### config.mk
export PLATFORM = sky130hd
export DESIGN_NAME = move_to_front_search_list_unit_flat
export DESIGN_NICKNAME = d
export VERILOG_FILES = /design/src/mtf_pkg.sv /design/src/mtf_in_if.sv /design/src/mtf_out_if.sv /design/src/mtf_mem.sv /design/src/mtf_seq.sv /design/src/move_to_front_search_list_unit.sv /design/src/flat_wrapper.sv
export SDC_FILE = /design/constraint.sdc
export NUM_CORES = 1
export LEC_CHECK = 0
export BUFFER_PORTS_ARGS = -buffer_cell sky130_fd_sc_hd__buf_2
export CAP_MARGIN = 30
export CORE_MARGIN = 5
export CORE_UTILIZATION = 40
export CTS_CLUSTER_DIAMETER = 200
export DETAILED_ROUTE_END_ITERATION = 10
export SETUP_SLACK_MARGIN = 0.2
export SLEW_MARGIN = 10
export SYNTH_ARGS = -nofsm -noshare
export SYNTH_HDL_FRONTEND = slang
export SYNTH_SLANG_ARGS = --single-unit
### constraint.sdc
create_clock -name i_clk -period 10.4 [get_ports i_clk]
set_input_delay 0.52 -clock i_clk [delete_from_list [all_inputs] [get_ports i_clk]]
set_output_delay 0.52 -clock i_clk [all_outputs]
set_load 0.02 [all_outputs]
### src/mtf_pkg.sv
// Shared constants and codes for the move-to-front search list.
package mtf_pkg;

    localparam int MTF_DEPTH    = 16;
    localparam int MTF_KEY_BITS = 32;

    typedef enum logic [1:0] {
        ACT_INSERT = 2'd0,
        ACT_SEARCH = 2'd1,
        ACT_MTF    = 2'd2,
        ACT_DELETE = 2'd3
    } t_action;

    typedef enum logic [1:0] {
        STS_OK        = 2'd0,
        STS_NOT_FOUND = 2'd1,
        STS_FULL      = 2'd2
    } t_status;

endpackage

### src/mtf_in_if.sv
// Command channel: action and key words with valid/ready.
interface mtf_in_if #(
    parameter int KEY_BITS = mtf_pkg::MTF_KEY_BITS
);
    logic                       valid;
    logic                       ready;
    logic [1:0]                 action;
    logic signed [KEY_BITS-1:0] key;

    modport source (output valid, action, key, input ready);
    modport sink   (input valid, action, key, output ready);
endinterface

### src/mtf_out_if.sv
// Result channel: status, position and entry count words with valid/ready.
interface mtf_out_if #(
    parameter int IDX_W = $clog2(mtf_pkg::MTF_DEPTH),
    parameter int CNT_W = $clog2(mtf_pkg::MTF_DEPTH + 1)
);
    logic             valid;
    logic             ready;
    logic [1:0]       status;
    logic [IDX_W-1:0] position;
    logic [CNT_W-1:0] entry_count;

    modport source (output valid, status, position, entry_count, input ready);
    modport sink   (input valid, status, position, entry_count, output ready);
endinterface

### src/mtf_mem.sv
// Key storage: one write port, one read port with registered read data.
module mtf_mem #(
    parameter int DEPTH    = mtf_pkg::MTF_DEPTH,
    parameter int KEY_BITS = mtf_pkg::MTF_KEY_BITS,
    localparam int IDX_W   = $clog2(DEPTH)
) (
    input  logic                i_clk,
    input  logic                i_we,
    input  logic [IDX_W-1:0]    i_waddr,
    input  logic [KEY_BITS-1:0] i_wdata,
    input  logic [IDX_W-1:0]    i_raddr,
    output logic [KEY_BITS-1:0] o_rdata
);

    logic [KEY_BITS-1:0] r_mem [DEPTH];
    logic [KEY_BITS-1:0] r_rdata;

    always_ff @(posedge i_clk) begin
        if (i_we) begin
            r_mem[i_waddr] <= i_wdata;
        end
        r_rdata <= r_mem[i_raddr];
    end

    assign o_rdata = r_rdata;

endmodule

### src/mtf_seq.sv
// Sequencer: streams the list through one equality comparator and moves entries.
module mtf_seq #(
    parameter int DEPTH    = mtf_pkg::MTF_DEPTH,
    parameter int KEY_BITS = mtf_pkg::MTF_KEY_BITS,
    localparam int IDX_W   = $clog2(DEPTH),
    localparam int CNT_W   = $clog2(DEPTH + 1)
) (
    input  logic                i_clk,
    input  logic                i_rst_n,
    // command
    input  logic                i_valid,
    input  logic [1:0]          i_action,
    input  logic [KEY_BITS-1:0] i_key,
    output logic                o_ready,
    // result
    input  logic                i_out_free,
    output logic                o_done,
    output logic [1:0]          o_status,
    output logic [IDX_W-1:0]    o_position,
    output logic [CNT_W-1:0]    o_count,
    // memory
    input  logic [KEY_BITS-1:0] i_rdata,
    output logic [IDX_W-1:0]    o_raddr,
    output logic                o_we,
    output logic [IDX_W-1:0]    o_waddr,
    output logic [KEY_BITS-1:0] o_wdata
);

    typedef enum logic [5:0] {
        ST_IDLE = 6'b000001,
        ST_SCAN = 6'b000010,
        ST_UP   = 6'b000100,
        ST_WR0  = 6'b001000,
        ST_DN   = 6'b010000,
        ST_FIN  = 6'b100000
    } t_state;

    t_state              r_state,  n_state;
    mtf_pkg::t_action    r_action, n_action;
    mtf_pkg::t_status    r_status, n_status;
    logic [KEY_BITS-1:0] r_key,    n_key;
    logic [IDX_W-1:0]    r_idx,    n_idx;
    logic [IDX_W-1:0]    r_pos,    n_pos;
    logic [CNT_W-1:0]    r_count,  n_count;

    logic [IDX_W-1:0] l_last_idx;
    logic             l_at_last;
    logic             l_hit;

    assign l_last_idx = IDX_W'(r_count - CNT_W'(1));
    assign l_at_last  = (CNT_W'(r_idx) == r_count - CNT_W'(1));
    assign l_hit      = (i_rdata == r_key);

    always_comb begin
        n_state  = r_state;
        n_action = r_action;
        n_status = r_status;
        n_key    = r_key;
        n_idx    = r_idx;
        n_pos    = r_pos;
        n_count  = r_count;
        o_raddr  = r_idx;
        o_we     = 1'b0;
        o_waddr  = r_idx;
        o_wdata  = r_key;

        unique case (r_state)
            ST_IDLE: begin
                if (i_valid) begin
                    n_action = mtf_pkg::t_action'(i_action);
                    n_key    = i_key;
                    n_pos    = '0;
                    n_status = mtf_pkg::STS_OK;
                    if (mtf_pkg::t_action'(i_action) == mtf_pkg::ACT_INSERT) begin
                        if (r_count == CNT_W'(DEPTH)) begin
                            n_status = mtf_pkg::STS_FULL;
                            n_state  = ST_FIN;
                        end else if (r_count == '0) begin
                            n_state = ST_WR0;
                        end else begin
                            // open slot 0: copy back to front, last entry first
                            n_idx   = l_last_idx;
                            o_raddr = l_last_idx;
                            n_state = ST_UP;
                        end
                    end else if (r_count == '0) begin
                        n_status = mtf_pkg::STS_NOT_FOUND;
                        n_state  = ST_FIN;
                    end else begin
                        n_idx   = '0;
                        o_raddr = '0;
                        n_state = ST_SCAN;
                    end
                end
            end
            ST_SCAN: begin
                // read data holds entry r_idx; the next address is issued here if the scan goes on
                if (l_hit) begin
                    n_pos = r_idx;
                    case (r_action)
                        mtf_pkg::ACT_MTF: begin
                            if (r_idx == '0) begin
                                n_state = ST_FIN;
                            end else begin
                                n_idx   = r_idx - IDX_W'(1);
                                o_raddr = r_idx - IDX_W'(1);
                                n_state = ST_UP;
                            end
                        end
                        mtf_pkg::ACT_DELETE: begin
                            if (l_at_last) begin
                                n_count = r_count - CNT_W'(1);
                                n_state = ST_FIN;
                            end else begin
                                n_idx   = r_idx + IDX_W'(1);
                                o_raddr = r_idx + IDX_W'(1);
                                n_state = ST_DN;
                            end
                        end
                        default: begin
                            n_state = ST_FIN;
                        end
                    endcase
                end else if (l_at_last) begin
                    n_status = mtf_pkg::STS_NOT_FOUND;
                    n_state  = ST_FIN;
                end else begin
                    n_idx   = r_idx + IDX_W'(1);
                    o_raddr = r_idx + IDX_W'(1);
                end
            end
            ST_UP: begin
                o_we    = 1'b1;
                o_waddr = r_idx + IDX_W'(1);
                o_wdata = i_rdata;
                if (r_idx == '0) begin
                    n_state = ST_WR0;
                end else begin
                    n_idx   = r_idx - IDX_W'(1);
                    o_raddr = r_idx - IDX_W'(1);
                end
            end
            ST_WR0: begin
                o_we    = 1'b1;
                o_waddr = '0;
                o_wdata = r_key;
                if (r_action == mtf_pkg::ACT_INSERT) begin
                    n_count = r_count + CNT_W'(1);
                end
                n_state = ST_FIN;
            end
            ST_DN: begin
                o_we    = 1'b1;
                o_waddr = r_idx - IDX_W'(1);
                o_wdata = i_rdata;
                if (l_at_last) begin
                    n_count = r_count - CNT_W'(1);
                    n_state = ST_FIN;
                end else begin
                    n_idx   = r_idx + IDX_W'(1);
                    o_raddr = r_idx + IDX_W'(1);
                end
            end
            ST_FIN: begin
                if (i_out_free) begin
                    n_state = ST_IDLE;
                end
            end
            default: begin
                n_state = ST_IDLE;
            end
        endcase
    end

    always_ff @(posedge i_clk) begin
        if (!i_rst_n) begin
            r_state <= ST_IDLE;
            r_count <= '0;
        end else begin
            r_state <= n_state;
            r_count <= n_count;
        end
    end

    always_ff @(posedge i_clk) begin
        r_action <= n_action;
        r_status <= n_status;
        r_key    <= n_key;
        r_idx    <= n_idx;
        r_pos    <= n_pos;
    end

    assign o_ready    = (r_state == ST_IDLE);
    assign o_done     = (r_state == ST_FIN);
    assign o_status   = r_status;
    assign o_position = r_pos;
    assign o_count    = r_count;

endmodule

### src/move_to_front_search_list_unit.sv
// Top level of the move-to-front search list.
//
// Holds an ordered list of up to DEPTH keys of KEY_BITS bits, front to back,
// in a single-port-write, single-port-read memory. Each command word does
// one of: insert at front (duplicates allowed; dropped with status full when
// the list holds DEPTH keys), search, search and move the match to the
// front, or delete the first match. Exactly one result word comes back per
// command, giving status, the match position counted from the front before
// any move, and the key count afterwards. One command is in flight at a
// time: the input is not ready from acceptance until the result is loaded
// into the output register. Cost is set by the single memory port and the
// one equality comparator: a search walks the list one entry per cycle, and
// each entry moved by insert, move-to-front or delete adds one more step.
// A stalled result word holds the sequencer in its finish state. No
// clearing pass is needed after reset; entries beyond the count are never
// read for a result.
module move_to_front_search_list_unit #(
    parameter int DEPTH    = mtf_pkg::MTF_DEPTH,
    parameter int KEY_BITS = mtf_pkg::MTF_KEY_BITS,
    localparam int IDX_W   = $clog2(DEPTH),
    localparam int CNT_W   = $clog2(DEPTH + 1)
) (
    input  logic     i_clk,
    input  logic     i_rst_n,
    mtf_in_if.sink   i_in,
    mtf_out_if.source o_out
);

    // sequencer <-> memory
    logic [IDX_W-1:0]    w_raddr;
    logic [IDX_W-1:0]    w_waddr;
    logic                w_we;
    logic [KEY_BITS-1:0] w_wdata;
    logic [KEY_BITS-1:0] w_rdata;

    // sequencer result
    logic             w_done;
    logic [1:0]       w_status;
    logic [IDX_W-1:0] w_position;
    logic [CNT_W-1:0] w_count;
    logic             w_out_free;

    // output register
    logic             r_out_valid;
    logic [1:0]       r_out_status;
    logic [IDX_W-1:0] r_out_position;
    logic [CNT_W-1:0] r_out_count;

    // output slot is free when empty or being drained this cycle
    assign w_out_free = !r_out_valid || o_out.ready;

    mtf_seq #(
        .DEPTH    (DEPTH),
        .KEY_BITS (KEY_BITS)
    ) u_seq (
        .i_clk      (i_clk),
        .i_rst_n    (i_rst_n),
        .i_valid    (i_in.valid),
        .i_action   (i_in.action),
        .i_key      (i_in.key),
        .o_ready    (i_in.ready),
        .i_out_free (w_out_free),
        .o_done     (w_done),
        .o_status   (w_status),
        .o_position (w_position),
        .o_count    (w_count),
        .i_rdata    (w_rdata),
        .o_raddr    (w_raddr),
        .o_we       (w_we),
        .o_waddr    (w_waddr),
        .o_wdata    (w_wdata)
    );

    mtf_mem #(
        .DEPTH    (DEPTH),
        .KEY_BITS (KEY_BITS)
    ) u_mem (
        .i_clk   (i_clk),
        .i_we    (w_we),
        .i_waddr (w_waddr),
        .i_wdata (w_wdata),
        .i_raddr (w_raddr),
        .o_rdata (w_rdata)
    );

    // result word register; loaded as the sequencer leaves its finish state
    always_ff @(posedge i_clk) begin
        if (!i_rst_n) begin
            r_out_valid <= 1'b0;
        end else if (w_done && w_out_free) begin
            r_out_valid <= 1'b1;
        end else if (o_out.ready) begin
            r_out_valid <= 1'b0;
        end
    end

    always_ff @(posedge i_clk) begin
        if (w_done && w_out_free) begin
            r_out_status   <= w_status;
            r_out_position <= w_position;
            r_out_count    <= w_count;
        end
    end

    assign o_out.valid       = r_out_valid;
    assign o_out.status      = r_out_status;
    assign o_out.position    = r_out_position;
    assign o_out.entry_count = r_out_count;

    // one command at a time: ready is low in the cycle after acceptance
    a_one_in_flight: assert property (@(posedge i_clk) disable iff (!i_rst_n)
        i_in.valid && i_in.ready |=> !i_in.ready)
        else $error("command accepted while another is in flight");

    // key count never exceeds the list depth
    a_count_bound: assert property (@(posedge i_clk) disable iff (!i_rst_n)
        o_out.valid |-> (o_out.entry_count <= CNT_W'(DEPTH)))
        else $error("entry count above depth");

    // a dropped insert only happens on a full list and reports position zero
    a_full_result: assert property (@(posedge i_clk) disable iff (!i_rst_n)
        o_out.valid && (o_out.status == mtf_pkg::STS_FULL)
        |-> (o_out.entry_count == CNT_W'(DEPTH)) && (o_out.position == '0))
        else $error("full status with non-full list or nonzero position");

    // a miss reports position zero
    a_position_range: assert property (@(posedge i_clk) disable iff (!i_rst_n)
        o_out.valid && (o_out.status == mtf_pkg::STS_NOT_FOUND) |-> (o_out.position == '0))
        else $error("miss with nonzero position");

endmodule

### src/flat_wrapper.sv
// flat-port wrapper written by rule: the top's interface ports become plain ports
module move_to_front_search_list_unit_flat 
#(
    parameter int DEPTH    = mtf_pkg::MTF_DEPTH,
    parameter int KEY_BITS = mtf_pkg::MTF_KEY_BITS,
    localparam int IDX_W   = $clog2(DEPTH),
    localparam int CNT_W   = $clog2(DEPTH + 1)
)
  (i_clk, i_rst_n, i_in_valid, i_in_action, i_in_key, i_in_ready, o_out_valid, o_out_status, o_out_position, o_out_entry_count, o_out_ready);
  mtf_in_if #(.KEY_BITS(KEY_BITS)) i_in_i ();
  mtf_out_if o_out_i ();
  input  logic i_clk;
  input  logic i_rst_n;
  input wire logic [$bits(i_in_i.valid)-1:0] i_in_valid;
  input wire logic [$bits(i_in_i.action)-1:0] i_in_action;
  input wire logic [$bits(i_in_i.key)-1:0] i_in_key;
  output wire logic [$bits(i_in_i.ready)-1:0] i_in_ready;
  output wire logic [$bits(o_out_i.valid)-1:0] o_out_valid;
  output wire logic [$bits(o_out_i.status)-1:0] o_out_status;
  output wire logic [$bits(o_out_i.position)-1:0] o_out_position;
  output wire logic [$bits(o_out_i.entry_count)-1:0] o_out_entry_count;
  input wire logic [$bits(o_out_i.ready)-1:0] o_out_ready;
  assign i_in_i.valid = i_in_valid;
  assign i_in_i.action = i_in_action;
  assign i_in_i.key = i_in_key;
  assign i_in_ready = i_in_i.ready;
  assign o_out_valid = o_out_i.valid;
  assign o_out_status = o_out_i.status;
  assign o_out_position = o_out_i.position;
  assign o_out_entry_count = o_out_i.entry_count;
  assign o_out_i.ready = o_out_ready;
  move_to_front_search_list_unit #(.DEPTH(DEPTH), .KEY_BITS(KEY_BITS)) u_core (.i_clk(i_clk), .i_rst_n(i_rst_n), .i_in(i_in_i), .o_out(o_out_i));
endmodule
==> metrics.md, run 1 <==
| Metric | Value |
|---|---|
| Status | finished, final reports clean |
| First-pass GRT wire length | 83.8 mm |
| Worst-path clk slew | about 70 ps |
| Detailed Route WL | about 57 mm |
| GRT Util Overall | 16.8% |
| Detailed Place HPWL | approximately 29 mm |
| Worst-Margin Slew | about 1300 ps |
| Clk_lat worst skew | around 630 ps |
| Antenna cell count | 0 |
| Post-Synth Simple-Gate Area | 4.20% |
| I/O pins | 51 |
| Final-report hold violation count | 0 |
| Hold-fix buffers at CTS | 0 |
| Final setup violation count | 0 |
| Number of global-route vias before repair | ~12,000 |
| CTS Sinks | ~610 |
| PortBufs | 50 |
| Max Root-Sink Buffers | 3 |
| FFs w/ async S/R, synth | 0% |
| Post-synthesis register bit count | approximately 610 |
| Dpl cells | 2,206 |
| Leakage | 9.99 nW |
| CTS tree | yes |
| Post-CTS sizing | 0 |
| Hold WS | between 60 and 70 ps |
| Synth Area in Adders | less than 1% |
| Top-area cell type share of the netlist area | between 60% and 70% |
| Critical Path RT | between 10,000 and 15,000 ps |
| Routability cong. | 0.861 |
| Non-Filler Instances | between 2,000 and 2,500 |
| Core Area | between 60,000 and 70,000 um2 |
| Worst Hold Class | primary input to flip-flop |
| Worst vdd ir | 0.000326 V |
| Power per cell area | between 200 and 250 nW/um2 |
| CP Max Fanout | approximately 130 |
| Largest net degree at the start of global routing | between 100 and 150 |
| Reg-to-Reg Start | u_core.u_seq.r_key[17]$_DFFE_PP_ |
| Die H | 257 um |
| Synth Area in Compound Gates | around 5.5% |
| Area Growth Syn to Fin | 11.7% |
| Final antenna-violating net count | 0 |
| Sequential share of power | between 40% and 50% |
| HP Start | i_in_key[28] |
| DRT Pass-1 Iters | 5 |
| Max transition margin | 15.9% |
| Share of cells above drive strength 1 | 16.1% |
| Synth top area cells | edfxtp_1 (69%), mux2i_1 (11%), dfxtp_1 (3.9%) |
| Synth area leader | edfxtp_1 |
| Fmax | 182 MHz |
| Post-route DRC violation count | 0 |
| Clock power frac | between 30% and 40% |
| Initial DRC count | between 1,000 and 1,500 |
| Initial Utilization | about two fifths |
| Mapped Area | about 24,000 um2 |
| Syn avg cell area | roughly 17 um2 |
| Mapped Cells | 1,427 |
| Worst setup startpoint | u_core.u_seq.r_key[17]$_DFFE_PP_ |
| Internal power | roughly 4.8 mW |
| FP Rows | 90 |
| Largest family of logic cells by synthesized area | multiplexers |
| Syn nets | 1,469 |
| Die area | between 60,000 and 70,000 um2 |
| Via count | ~13,000 |
| Antenna violations before repair | 1 |
| # Post-CTS Setup Buffers | 0 |
| Register area share after synthesis | approximately three quarters |
| Nets | 1,530 |
| Root buf cell | clkbuf_16 |
| Setup crit end kind | flip-flop |
| WP data arrival | 6010 ps |
| Drt via density | roughly 5.5 |
| Post-synth EDFFs | 563 |
| Final setup TNS | 0 ps |
| Critical path class | flip-flop to flip-flop |
| Post-Synth XOR/XNOR Area | 1.87% |
| Final worst-path cycle share | 53.0% |
| # H-tree levels | 2 |
| Combinational share of power | 25.4% |
| Inserted Clock Buffers | 60 |
| Post-layout min period | ~5500 ps |
| RSZ-0062 raised after global routing | no |
| Element type at the critical path start | flip-flop |
| DR WL/cell | 24.7 um |
| Max-cap violations | 0 |
| Switching power | between 2 and 2.5 mW |
| GRT overflow | 0 |
| Syn. warnings | 0 |
| Sw frac | 29.7% |
| Die X | approximately 260 um |
| Skew final | 28.6 ps |
| Max Slew Vio Count | 0 |
| Synth cell types | between 70 and 80 |
| Synth Flop Type | edfxtp_1 |
| Mux share of post-synthesis cell area | between 10 and 15% |
==> power groups by stage <==
stage / Sequential [mW] / Clock (mW) / Combinational (mW)
3_3_place_gp: 2.99 / 0 / 1.67
3_5_place_dp: 2.99 / 0 / 1.71
2_1_floorplan: 2.95 / 0 / 1.40
5_1_grt: 2.95 / 2.25 / 1.84
4_1_cts: 2.94 / 2.15 / 1.71
6_report: 2.94 / 2.11 / 1.72
==> per-layer routing <==
metal  share of wire [%]  global-route usage (%)  routed length [um]  vias up
met4                 2.2                    4.61                1240        2
met2                  46                    26.3               26600      384
met5               0.023                       0                  13        -
met3                 5.7                    2.88                3240       81
li1                    -                       -                   -     5807
met1                  46                    24.6               26300     6543
==> cells in the final DEF, fill, tap and decap left out, types with 4 or more instances in the layout <==
master / n
a21boi_0: 5
a21oi_1: 12
a22oi_1: 4
a31oi_1: 4
and2_1: 4
buf_12: 5
buf_2: 50
buf_4: 25
bufinv_16: 5
clkbuf_1: 18
clkbuf_16: 60
clkinv_1: 9
clkinv_2: 12
dfxtp_1: 48
edfxtp_1: 563
ha_1: 4
inv_1: 8
mux2_2: 33
mux2i_1: 259
nand2_1: 26
nand3_1: 9
nand3_2: 4
nand4_1: 6
nor2_1: 23
nor2_4: 16
nor2b_1: 6
nor3_1: 5
nor4_1: 8
o211ai_1: 4
o21ai_0: 13
o221ai_1: 4
o22ai_1: 130
or3_2: 6
or4_1: 34
xnor2_1: 7
xor2_1: 38
==> worst max-delay path, stage by stage (launching register included) <==
cell	delay (ps)
edfxtp_1	410
xor2_1	190
nor4_1	740
nand4_1	420
nor3_2	410
o21ai_1	130
o211ai_1	280
buf_12	560
buf_12	680
mux2i_1	300
o22ai_1	100
or4_1	530
==> cell usage after synthesis, types with 4 or more instances <==
master and count:
buf_4 16, a31oi_1 4, xnor2_1 7, nand4_1 6
and2_1 5, o21ai_0 13, xor2_1 38, o221ai_1 4
clkbuf_1 12, edfxtp_1 563, nor4_1 8, inv_1 8
nor2b_1 6, dfxtp_1 48, buf_6 21, mux2_2 33
a22oi_1 4, nor2_1 39, ha_1 4, clkbuf_8 12
a21boi_0 5, mux2i_1 259, a21oi_1 12, buf_2 16
nand3_1 12, o22ai_1 130, or4_1 34, nand2_1 26
or3_1 8, o211ai_1 4, nor3_1 5
==> final cells by class <==
cell class              count  area, um2
flip-flops and latches    611      17900
fillers                  5163      33100
clock inverters            33        325
clock buffers              79       1580
multi-input cells         723       5990
well taps                 782        978
repair buffers             81        551
inverters                  11       41.3
==> final timing paths <==
check,slack [ps],endpoint,cells after the start
worst max register to register,4890,u_core.u_mem.o_rdata[27]$_DFF_P_,11
worst min register to register,420,u_core.o_out.position[1]$_DFFE_PP_,0
worst max-delay path,4890,u_core.u_mem.o_rdata[27]$_DFF_P_,11
worst min-delay path,60,u_core.u_seq.r_key[28]$_DFFE_PP_,1
==> cells by family after synthesis <==
logic type	count (synthesis)
compound gates	204
xor+xnor	48
fa+ha+maj	4
buf+inv	93
flops	611
mux	292
simple gates	175
==> flip-flops by register name (all words and copies together) (netlist names) <==
register / cells
u_core.o_out.valid: 1
u_core.u_seq.o_status: 2
u_core.u_seq.r_idx: 4
u_core.u_seq.o_count: 5
u_core.o_out.position: 4
u_core.u_seq.o_position: 4
u_core.o_out.entry_count: 5
u_core.u_seq.r_action: 2
u_core.u_seq.r_state: 6
u_core.u_mem.o_rdata: 32
u_core.u_seq.r_key: 32
u_core.o_out.status: 2
u_core.u_mem.r_mem: 512
==> per-stage QoR <==
stage | instance area, um2 | power (mW) | utilization, % | setup slack, ps
final | 27300 | 6.77 | 45.2 | 4890
after global routing | 27300 | 7.04 | 45.2 | 4780
after CTS | 27300 | 6.81 | 45.2 | 5070
after detailed placement | 25400 | 4.71 | 42.0 | 5050
after global placement | 25300 | 4.66 | 41.9 | 4980
after floorplan | 24500 | 4.35 | - | 6750
No activity file was read; power rests on OpenSTA's default activity.
==> run 2: changes to the inputs <==
Clock period 10.4 ns to 4.6 ns, I/O delays scaled along.
==> metrics.md, run 2 (same netlist as run 1, synthesis figures left out) <==
| Metric | Value |
|---|---|
| GRT Util Overall | 17.4% (was 16.8%) |
| Final antenna-violating net count | 0 (unchanged) |
| Inserted Clock Buffers | 59 (was 60) |
| Antenna cell count | 0 (unchanged) |
| Core Area | 60,500 um2 (unchanged) |
| Initial DRC count | 1,203 (was 1,331) |
| Worst-Margin Slew | 878 ps (was 1260 ps) |
| Worst Reg-to-Reg Cells | 11 (unchanged) |
| Final setup TNS | 0 ps (unchanged) |
| GRT overflow | 0 (unchanged) |
| Power per cell area | 563 nW/um2 (was 248 nW/um2) |
| WP data arrival | 4620 ps (was 6010 ps) |
| Clk_lat worst skew | 620 ps (was 630 ps) |
| R2R Path End | u_core.u_mem.o_rdata[12]$_DFF_P_ (was u_core.u_mem.o_rdata[27]$_DFF_P_) |
| Nets | 1,589 (was 1,530) |
| Post-route DRC violation count | 0 (unchanged) |
| Critical path class | flip-flop to flip-flop (unchanged) |
| Leakage | 10.4 nW (was 9.99 nW) |
| Fmax | 242 MHz (was 182 MHz) |
| FP Rows | 90 (unchanged) |
| Final setup violation count | 0 (unchanged) |
| Worst Hold Class | primary input to flip-flop (unchanged) |
| Cells along the critical path | xor2_1 -> nor4_1 -> nand4_1 -> nor3_2 -> o21ai_1 -> o211ai_1 -> buf_12 -> buf_12 -> mux2i_1 -> o22ai_1 -> or4_1 (unchanged) |
| Worst hold stages | 4 (was 1) |
| Die area | 66,200 um2 (unchanged) |
| Critical Path RT | 5080 ps (was 10,900 ps) |
| Dpl cells | 2,230 (was 2,206) |
| Final worst-path cycle share | 89.9% (was 53.0%) |
| I/O pins | 51 (unchanged) |
| Drt via density | 5.54 (was 5.52) |
| # H-tree levels | 2 (unchanged) |
| CP most frequent cell | buf_12 (unchanged) |
| Die H | 257 um (unchanged) |
| CTS tree | yes (unchanged) |
| Area Growth Syn to Fin | 15.3% (was 11.7%) |
| Number of global-route vias before repair | 13,109 (was 12,438) |
| Largest net degree at the start of global routing | 47 (was 135) |
| Via count | 13,178 (was 12,817) |
| Final-report hold violation count | 0 (unchanged) |
| Antenna violations before repair | 0 (was 1) |
| Worst vdd ir | 0.000352 V (was 0.000326 V) |
| Max Root-Sink Buffers | 3 (unchanged) |
| Register name with the most flops | u_core.u_mem.r_mem (unchanged) |
| Post-layout min period | 4140 ps (was 5510 ps) |
| Element type at the critical path start | flip-flop (unchanged) |
| Die X | 257 um (unchanged) |
| Max Slew Vio Count | 0 (unchanged) |
| PortBufs | 50 (unchanged) |
| Max-cap violations | 0 (unchanged) |
| Detailed Route WL | 59.1 mm (was 57.3 mm) |
| Root buf cell | clkbuf_16 (unchanged) |
| Share of cells above drive strength 1 | 17.2% (was 16.1%) |
| CTS Sinks | 611 (unchanged) |
| Reg-to-Reg Start | u_core.u_seq.r_key[12]$_DFFE_PP_ (was u_core.u_seq.r_key[17]$_DFFE_PP_) |
| CP max stage delay | 610 ps (was 740 ps) |
| Min-Delay Endpoint | u_core.u_seq.o_status[1]$_SDFFCE_PP0P_ (was u_core.u_seq.r_key[28]$_DFFE_PP_) |
| Setup crit end kind | flip-flop (unchanged) |
| Leading cell type in the layout, fill and taps excluded | edfxtp_1 (unchanged) |
| Max reg flops | 512 (unchanged) |
| Status | finished, final reports clean (unchanged) |
| Skew final | 24.2 ps (was 28.6 ps) |
| Commonest non-fill, non-tap cells in the layout | edfxtp_1 (563), mux2i_1 (259), o22ai_1 (130), clkbuf_16 (59), buf_2 (51) (was edfxtp_1 (563), mux2i_1 (259), o22ai_1 (130), clkbuf_16 (60), buf_2 (50)) |
| RSZ-0062 raised after global routing | no (unchanged) |
| Initial Utilization | 40.5% (unchanged) |
| DRT Pass-1 Iters | 5 (unchanged) |
| Routability cong. | 0.872 (was 0.861) |
| HP Start | i_in_valid (was i_in_key[28]) |
| CP Max Fanout | 44 (was 134) |
| Slowest cell on crit path | nor4_1 (unchanged) |
| Max transition margin | 41.5% (was 15.9%) |
| Non-Filler Instances | 2,378 (was 2,320) |
| Detailed Place HPWL | 31.2 mm (was 29.3 mm) |
| First-pass GRT wire length | 86.3 mm (was 83.8 mm) |
| Worst-path clk slew | 60 ps (was 70 ps) |
| Worst R2R Setup Slack | 460 ps (was 4890 ps) |
| Post-CTS sizing | 0 (unchanged) |
| DR WL/cell | 24.9 um (was 24.7 um) |
[run 2: worst max-delay path: cells and delay by family, from the launching register on]
family                    cells  cell delay, ps
xor gates and xnor gates      1             220
buffers and inverters         2             630
DFF                           1             420
and+or+nand+nor               4            1890
AOI/OAI and AO/OA             3             510
muxes                         1             240
[run 2: cell type report]
class,instances,area [um2]
Clock buffer,89,1690
Timing Repair Buffer,141,1300
Fill cell,5076,32300
Clock inverter,21,354
Inverter,11,41.3
Tap cell,782,978
Sequential cell,611,17900
Multi-Input combinational cell,723,5990
[run 2: worst max path at each step]
stage	from	endpoint
floorplan	u_core.u_seq.r_state[5]$_SDFFE_PN0P_	u_core.u_mem.r_mem[5][0]$_DFFE_PP_
global placement	u_core.u_seq.r_key[23]$_DFFE_PP_	u_core.u_mem.o_rdata[23]$_DFF_P_
detailed placement	u_core.u_seq.r_key[12]$_DFFE_PP_	u_core.u_mem.o_rdata[12]$_DFF_P_
CTS	u_core.u_seq.r_key[12]$_DFFE_PP_	u_core.u_mem.o_rdata[12]$_DFF_P_
global route	u_core.u_seq.r_key[12]$_DFFE_PP_	u_core.u_mem.o_rdata[12]$_DFF_P_
finish	u_core.u_seq.r_key[12]$_DFFE_PP_	u_core.u_mem.o_rdata[12]$_DFF_P_
[run 2: where the power goes]
| group | total [mW] | internal (mW) | switching (mW) |
|---|---|---|---|
| clock | 5.07 | 3.04 | 2.03 |
| combinational | 4.19 | 1.79 | 2.41 |
| sequential | 6.63 | 6.43 | 0.195 |
[run 2: through the flow]
stage | cell area (um2) | power (mW) | hold WS, ps | util, % | worst slack (ps)
final | 28200 | 15.9 | 279 | 46.7 | 464
after global routing | 28200 | 16.5 | 315 | 46.7 | 251
after CTS | 28200 | 16.0 | 243 | 46.7 | 450
after detailed placement | 25800 | 10.9 | 406 | 42.7 | 473
after global placement | 25800 | 10.9 | 407 | 42.7 | 122
after floorplan | 24500 | 9.83 | 329 | - | 950
[run 2: per-layer routing]
metal	vias to the layer above	GRT usage [%]	wire length (um)
met5	-	0	0
met4	0	4.85	1450
met3	96	2.67	3520
met2	436	28.1	27900
met1	6720	24.6	26300
li1	5926	-	-
[run 2: timing repair]
item / 4_1_cts / 5_1_grt
hold buffers: 37 / 0
endpoints found under the hold margin: 46 / 0
buffers inserted: 0 / 0
